===== config.mk =====
export PLATFORM = sky130hd
export DESIGN_NAME = fip_round
export DESIGN_NICKNAME = d
export VERILOG_FILES = /design/src/rtl/fip_pkg.sv /design/src/rtl/fip_round.sv
export SDC_FILE = /design/constraint.sdc
export NUM_CORES = 2
export LEC_CHECK = 0
export ABC_AREA = 1
export BUFFER_PORTS_ARGS = -buffer_cell sky130_fd_sc_hd__buf_2
export CAP_MARGIN = 20
export CORE_MARGIN = 2
export CORE_UTILIZATION = 25
export CTS_CLUSTER_SIZE = 28
export DETAILED_ROUTE_END_ITERATION = 8
export SLEW_MARGIN = 30
export SYNTH_ARGS = -nofsm -noshare
export SYNTH_HDL_FRONTEND = slang
export SYNTH_SLANG_ARGS = --single-unit
export TNS_END_PERCENT = 30

===== constraint.sdc =====
create_clock -name clk_i -period 16.1 [get_ports clk_i]
set_input_delay 1.61 -clock clk_i [delete_from_list [all_inputs] [get_ports clk_i]]
set_output_delay 1.61 -clock clk_i [all_outputs]
set_load 0.02 [all_outputs]

===== src/rtl/fip_pkg.sv =====
// Shared types and constants of the Feistel identifier permutation.
package fip_pkg;

  // Round function constants.
  localparam int unsigned MUL_K        = 1366;
  localparam int unsigned ADD_K        = 150889;
  localparam int unsigned MOD_K        = 714025;
  // Rounding offset: round(n / MOD_K) equals floor((n + HALF_K) / MOD_K) for odd MOD_K.
  localparam int unsigned HALF_K       = (MOD_K - 1) / 2;
  localparam int unsigned SCALE_WIDE   = 32767;
  localparam int unsigned SCALE_NARROW = 8191;

  // Reciprocal of MOD_K scaled by 2^40, used for both quotient estimates.
  localparam int unsigned RECIP_SHIFT = 40;
  localparam logic [20:0] RECIP       = 21'((64'd1 << RECIP_SHIFT) / 64'(MOD_K));

  // Half width in each mode.
  localparam int unsigned HALF_WIDE   = 16;
  localparam int unsigned HALF_NARROW = 13;

  // One item on its way through the rounds.
  typedef struct packed {
    logic        mode;
    logic [15:0] left;
    logic [15:0] right;
  } half_pair_t;

endpackage


===== src/rtl/fip_round.sv =====
// One Feistel round as an eight-stage pipeline with per-stage valid bits.
module fip_round (
  input  logic                clk_i,
  input  logic                rst_ni,
  input  logic                valid_i,
  input  fip_pkg::half_pair_t item_i,
  output logic                ready_o,
  output logic                valid_o,
  output fip_pkg::half_pair_t item_o,
  input  logic                ready_i
);

  localparam int unsigned Stages = 8;

  logic [Stages-1:0] valid_q;
  logic [Stages-1:0] en;
  logic [Stages-1:0] ready_nx;

  logic [15:0] l_q [Stages];
  logic [15:0] r_q [Stages];
  logic        mode_q [Stages];

  logic [26:0] x0_q, x1_q, x_d;
  logic [6:0]  q1_q, q1_d;
  logic [47:0] prod_a;
  logic [20:0] m0_q, m0_d;
  logic [19:0] m_q, m_d;
  logic [14:0] scale;
  logic [34:0] y4_q, y5_q, y_d;
  logic [45:0] prod_b;
  logic [14:0] qe5_q, qe6_q, qe_d;
  logic [20:0] rem_q, rem_d;
  logic [14:0] f;

  // A stage takes new data when it is empty or its successor takes its data.
  always_comb begin
    ready_nx[Stages-1] = ready_i;
    for (int k = Stages - 1; k >= 0; k--) begin
      en[k] = !valid_q[k] || ready_nx[k];
      if (k > 0) begin
        ready_nx[k-1] = en[k];
      end
    end
  end

  assign ready_o = en[0];
  assign valid_o = valid_q[Stages-1];
  assign item_o  = '{mode: mode_q[Stages-1], left: l_q[Stages-1], right: r_q[Stages-1]};

  always_ff @(posedge clk_i or negedge rst_ni) begin
    if (!rst_ni) begin
      valid_q <= '0;
    end else begin
      for (int k = 0; k < Stages; k++) begin
        if (en[k]) begin
          valid_q[k] <= (k == 0) ? valid_i : valid_q[k-1];
        end
      end
    end
  end

  // Stage 0: affine step on the right half.
  assign x_d = 27'(item_i.right) * 27'(fip_pkg::MUL_K) + 27'(fip_pkg::ADD_K);
  // Stage 1: quotient estimate, exact or one too small.
  assign prod_a = 48'(x0_q) * 48'(fip_pkg::RECIP);
  assign q1_d   = prod_a[46:40];
  // Stage 2: remainder before correction, below twice the modulus.
  assign m0_d = 21'(x1_q - 27'(q1_q) * 27'(fip_pkg::MOD_K));
  // Stage 3: final remainder.
  assign m_d = (m0_q >= 21'(fip_pkg::MOD_K)) ? 20'(m0_q - 21'(fip_pkg::MOD_K)) : m0_q[19:0];
  // Stage 4: scaled value with rounding offset.
  assign scale = mode_q[3] ? 15'(fip_pkg::SCALE_NARROW) : 15'(fip_pkg::SCALE_WIDE);
  assign y_d   = 35'(m_q) * 35'(scale) + 35'(fip_pkg::HALF_K);
  // Stage 5: quotient estimate from the top bits, exact or one too small.
  assign prod_b = 46'(y4_q[34:10]) * 46'(fip_pkg::RECIP);
  assign qe_d   = prod_b[44:30];
  // Stage 6: remainder of the estimate.
  assign rem_d = 21'(y5_q - 35'(qe5_q) * 35'(fip_pkg::MOD_K));
  // Stage 7: corrected round value, mix and swap.
  assign f = qe6_q + 15'(rem_q >= 21'(fip_pkg::MOD_K));

  always_ff @(posedge clk_i) begin
    if (en[0]) begin
      l_q[0]    <= item_i.left;
      r_q[0]    <= item_i.right;
      mode_q[0] <= item_i.mode;
      x0_q      <= x_d;
    end
    for (int k = 1; k < Stages - 1; k++) begin
      if (en[k]) begin
        l_q[k]    <= l_q[k-1];
        r_q[k]    <= r_q[k-1];
        mode_q[k] <= mode_q[k-1];
      end
    end
    if (en[1]) begin
      x1_q <= x0_q;
      q1_q <= q1_d;
    end
    if (en[2]) begin
      m0_q <= m0_d;
    end
    if (en[3]) begin
      m_q <= m_d;
    end
    if (en[4]) begin
      y4_q <= y_d;
    end
    if (en[5]) begin
      y5_q  <= y4_q;
      qe5_q <= qe_d;
    end
    if (en[6]) begin
      qe6_q <= qe5_q;
      rem_q <= rem_d;
    end
    if (en[7]) begin
      l_q[7]    <= r_q[6];
      r_q[7]    <= l_q[6] ^ {1'b0, f};
      mode_q[7] <= mode_q[6];
    end
  end

  a_mod_estimate: assert property (@(posedge clk_i) disable iff (!rst_ni)
    valid_q[2] |-> (m0_q < 21'(2 * fip_pkg::MOD_K)))
    else $error("Modulus estimate is off by more than one.");

  a_round_estimate: assert property (@(posedge clk_i) disable iff (!rst_ni)
    valid_q[6] |-> (rem_q < 21'(2 * fip_pkg::MOD_K)))
    else $error("Rounding quotient estimate is off by more than one.");

  a_narrow_halves: assert property (@(posedge clk_i) disable iff (!rst_ni)
    (valid_q[7] && mode_q[7]) |-> ((l_q[7][15:13] == 3'b000) && (r_q[7][15:13] == 3'b000)))
    else $error("Narrow mode half left its 13-bit range.");

endmodule

# ---- After elaboration in Yosys (flattened, before gate mapping)
# Memories as Yosys holds them, arrays and structs flattened.
# Index checks and enable logic that the tools add are counted.
dict set report totals {
  reg_bits 211
  ram_bits 264
  out_inout_bits 35
  n_memories 3
}
# name depth width rd rd_clocked_by_memory_dff write_ports line
set memory_table {}
lappend memory_table {l_q 8 16 8 0 8 fip_round.sv:19} ;# logic [15:0] l_q [Stages];
lappend memory_table {r_q 8 16 8 0 8 fip_round.sv:20} ;# logic [15:0] r_q [Stages];
lappend memory_table {mode_q 8 1 8 0 8 fip_round.sv:21} ;# logic mode_q [Stages];
dict set report op_classes {
  n_addsub 6
  n_mul 6
  order_cmp 2
  mux 18
  n_bitwise 1
  n_reduce_logical 16
}
# op n
set ops {}
lappend ops {{multiplier 27 x 20 -> 46 bit (second input constant)} 1}
lappend ops {{multiplier 25 x 20 -> 44 bit (second input constant)} 1}
lappend ops {{>= comparator 21 x 20 -> 1 bit (second input constant)} 2}
lappend ops {{subtractor 21 bit} 2}
lappend ops {{adder 35 x 19 -> 35 bit (second input constant)} 1}
lappend ops {{multiplier 20 x 15 -> 35 bit} 1}
lappend ops {{adder 27 x 18 -> 27 bit (second input constant)} 1}
lappend ops {{multiplier 16 x 10 -> 26 bit (second input constant)} 1}
lappend ops {{multiplier 15 x 20 -> 21 bit (second input constant)} 1}
lappend ops {{multiplier 7 x 20 -> 21 bit (second input constant)} 1}
lappend ops {{2-to-1 mux 20 bit} 1}
lappend ops {{subtractor 20 bit (second input constant)} 1}
lappend ops {{2-to-1 mux 1 bit} 16}
lappend ops {{bitwise XOR 16 x 15 -> 16 bit} 1}
lappend ops {{adder 15 x 1 -> 15 bit} 1}
lappend ops {{2-to-1 mux 15 bit} 1}
lappend ops {{zero test 1 bit} 8}
lappend ops {{logical OR 1 bit} 8}

# ---- Logic depth before layout (Yosys ltp)
dict set report logic_depth {
  word_depth 11
  mapped_depth 27
  ltp_nobuf 27
}

# ---- Least setup slack after synthesis
# No wires, ideal clock.
dict set report synth_timing {
  kind {in2out}
  startpoint {input ready_i}
  endpoint {output ready_o}
  arrival_time_ns 10.827
  slack_ns 3.663
  stages 14
  n_path_buf 0
  cell_sequence {nor2_1 -> inv_1 -> nor2_1 -> inv_1 -> nor2_1 -> inv_1 -> nor2_1 -> inv_1 -> nor2_1 -> inv_1 -> nor2_1 -> inv_1 -> nor2_1 -> nand2_1}
}
dict set report synth_via {
  elab_chain_len 8
}
# item line
set synth_rtl {}
lappend synth_rtl {{start: declaration} fip_round.sv:10} ;# input logic ready_i
lappend synth_rtl {{logical OR 1 bit} fip_round.sv:39} ;# en[k] = !valid_q[k] || ready_nx[k];
lappend synth_rtl {{net en[7]} fip_round.sv:16} ;# logic [Stages-1:0] en;
lappend synth_rtl {{logical OR 1 bit} fip_round.sv:39}
lappend synth_rtl {{net en[6]} fip_round.sv:16}
lappend synth_rtl {{logical OR 1 bit} fip_round.sv:39}
lappend synth_rtl {{net en[5]} fip_round.sv:16}
lappend synth_rtl {{logical OR 1 bit} fip_round.sv:39}
lappend synth_rtl {{net en[4]} fip_round.sv:16}
lappend synth_rtl {{logical OR 1 bit} fip_round.sv:39}
lappend synth_rtl {{net en[3]} fip_round.sv:16}
lappend synth_rtl {{logical OR 1 bit} fip_round.sv:39}
lappend synth_rtl {{net en[2]} fip_round.sv:16}
lappend synth_rtl {{logical OR 1 bit (2 in a row)} fip_round.sv:39}
lappend synth_rtl {{end: declaration} fip_round.sv:7} ;# output logic ready_o,
# The timed path passes the listed nets, and every way through them passes these cells.

# ---- Worst setup path in the final report
# Same ends and word-level chain as after synthesis.

==> flow_metrics.env <==
export IMPL_maxSlewViolCount=0
export IMPL_setup_violations=0
export IMPL_synth_area_sq_um=53500
export IMPL_place_inst=7922
export IMPL_max_stage_delay_ps=550
export IMPL_critPathArrivalTime_ps=5690
export IMPL_fin_setup_tns_ps=0
export IMPL_gp_congestion=0.900
export IMPL_max_slew_worst_pin_slew_ps=983
export IMPL_synthFlopType="edfxtp_1"
export IMPL_dr_pass1_iters=5
export IMPL_crit_type="input port to output port"
export IMPL_crit_top_cell="nor2_1"
export IMPL_slowest_stage="buf_6"
export IMPL_path_delay_family="buffers and inverters"
export IMPL_antenna_found_initial=2
export IMPL_numCtsBuffers=49
export IMPL_root_buffer="clkbuf_16"
export IMPL_rsz0062_at_grt="no"
export IMPL_grt_usage_pct=10.9
export IMPL_min_period_ps=7300
export IMPL_status="complete, no violations"
export IMPL_worstSetupEndpointType="output port"
export IMPL_grt_overflow=0
export IMPL_die_x_um=467
export IMPL_grt_pass1_vias=35600
export IMPL_dieArea_sq_um=218000
export IMPL_layout_common_cells="inv_1, fa_1, ha_1"
export IMPL_num_vias=32700
export IMPL_mostFrequentLayoutCell="inv_1"
export IMPL_nFillCells=22100
export IMPL_async_reset_ff_share_pct=1.70
export IMPL_dieHeight_um=467
export IMPL_cap_violations=0
export IMPL_path_cells="buf_2 > nor2_1 > inv_2 > buf_4 > nor2_1 > clkinv_2 > buf_6 > nor2_1 > clkinv_2 > nor2_1 > inv_2 > nor2_1 > inv_4 > nor2_1 > inv_2 > buf_4 > nor2_1 > nand2_2 > buf_2"
export IMPL_nets=6748
export IMPL_r2r_slack_ps=9210
export IMPL_start_kind="input port"
export IMPL_core_area_sq_um=213000
export IMPL_insertedDiodeCount=0
export IMPL_cts_tree="done"
export IMPL_synth_edf_count=463
export IMPL_post_dp_hpwl_um=99800
export IMPL_io_pins=72
export IMPL_drt_initial_drc_count=1465
export IMPL_slew_headroom_pct=34.5
export IMPL_post_cts_resized=0
export IMPL_instances_no_fill=8013
export IMPL_crit_fanout=71
export IMPL_crit_buf_inv=11
export IMPL_fmax_mhz=137
export IMPL_drc=0
export IMPL_via_per_inst=4.08
export IMPL_syn_inst=5053
export IMPL_hp_class="flop to flop"
export IMPL_wl_um=116000
export IMPL_wl_per_cell_um=14.4
export IMPL_syn_nets=6649
export IMPL_cts_buffer_depth=3
export IMPL_syn_avg_cell_area_sq_um=10.6
export IMPL_cts_hold_buffers_added=0
export IMPL_fin_crit_sh_pct=45.4
export IMPL_drive_gt1_share_pct=4.20
export IMPL_ys_ff_latch=471
export IMPL_setup_ws_ps=8800
export IMPL_finClkSkew_ps=35.1
export IMPL_rows=169
export IMPL_ys_types=53
export IMPL_cts_sinks=471
export IMPL_grt_max_degree=72
export IMPL_grt_first_pass_wirelength_um=191000
export IMPL_dp_slack_ps=8420
export IMPL_start_util_pct=25.2
export IMPL_seq_area_frac_synth_pct=26.3
export IMPL_area_growth_syn_to_layout_pct=10.2
export IMPL_worstPathRequired_ps=14490
export IMPL_post_cts_buffers=0
export IMPL_path_clk_slew_ps=60
export IMPL_ant_nets=0
export IMPL_clkLatencyLatePin_ps=630
export IMPL_cts_max_level=2
export IMPL_port_buffers=71
export IMPL_finalHoldViolations=0
export IMPL_yosysWarnings=0
## worst reg2reg max path: stages (launching register included)
cell and delay [ps]:
edfxtp_1 930, fa_1 630, fa_1 540, inv_1 60, fa_1 430, fa_1 550
inv_1 50, fa_1 480, fa_1 560, inv_1 60, fa_1 500, inv_1 40
ha_1 340, a21oi_1 200, nor2_1 50, o21ai_0 150, nand3_1 90, o21ai_0 260
nand3_1 190, a21oi_1 190, xor2_1 370
## Yosys cell counts, types with 28 or more instances
library cell	count	area [sq um]
nand4_1	28	175
xnor2_1	68	596
nor2_1	207	777
o21ai_0	111	556
edfxtp_1	463	13900
buf_4	33	248
nor3_1	35	175
nand2_1	517	1940
nand3_1	110	551
inv_1	1437	5390
a21oi_1	182	911
fa_1	836	16700
xor2_1	122	1070
ha_1	723	9050
## worst paths after layout
path	startpoint	depth (start not counted)	endpoint
setup reg to reg	x0_q[8]	20	q1_q[5]
max in group asynchronous	rst_ni	1	valid_q[7]
hold / removal	y4_q[7]	0	y5_q[7]
hold reg to reg	y4_q[7]	0	y5_q[7]
min in group asynchronous	rst_ni	1	valid_q[5]
setup / recovery	ready_i	19	ready_o
## cells by family after synthesis
group | count (synthesis) | share of synthesized area, %
AOI/OAI and AO/OA | 394 | 4.13
xor gates and xnor gates | 192 | 3.17
adders and majority gates | 1559 | 48.2
buffers and inverters | 1477 | 10.6
DFF | 471 | 26.3
and+or+nand+nor | 960 | 7.62
## state kept, by name, indices dropped and copies added, names as in the netlist
name,flops
l_q,128
r_q,127
y4_q,35
x0_q,26
m0_q,21
rem_q,21
y5_q,21
m_q,20
x1_q,19
qe5_q,15
qe6_q,15
mode_q,8
valid_q,8
q1_q,7
## layout make-up
type / instances / area (sq um) / area share (%)
inverters: 1440 / 5410 / 9.17
clock inverters: 32 / 452 / 0.765
well taps: 2821 / 3530 / 5.98
multi-input cells: 3105 / 33800 / 57.2
flip-flops and latches: 471 / 14100 / 23.9
clock buffers: 59 / 1290 / 2.19
repair buffers: 85 / 468 / 0.793
## per-stage QoR
stage	area [sq um]	hold slack (ps)	util, %
5_1_grt	59000	421	27.8
3_3_place_gp	57300	402	27.0
4_1_cts	59000	417	27.8
3_5_place_dp	57300	405	27.0
2_1_floorplan	53500	400	-
6_report	59000	412	27.8
## routing by layer
| metal | vias to the layer above | share of wire [%] | track usage [%] |
|---|---|---|---|
| met4 | 2 | 2.0 | 2.03 |
| met2 | 436 | 50 | 19.4 |
| li1 | 15900 | - | - |
| met1 | 16200 | 45 | 14.3 |
| met3 | 127 | 3.0 | 1.23 |
| met5 | - | 0.010 | 0 |
Power is not shown: default switching activity piles up to over one toggle a cycle in this logic, so the estimate is an artifact.
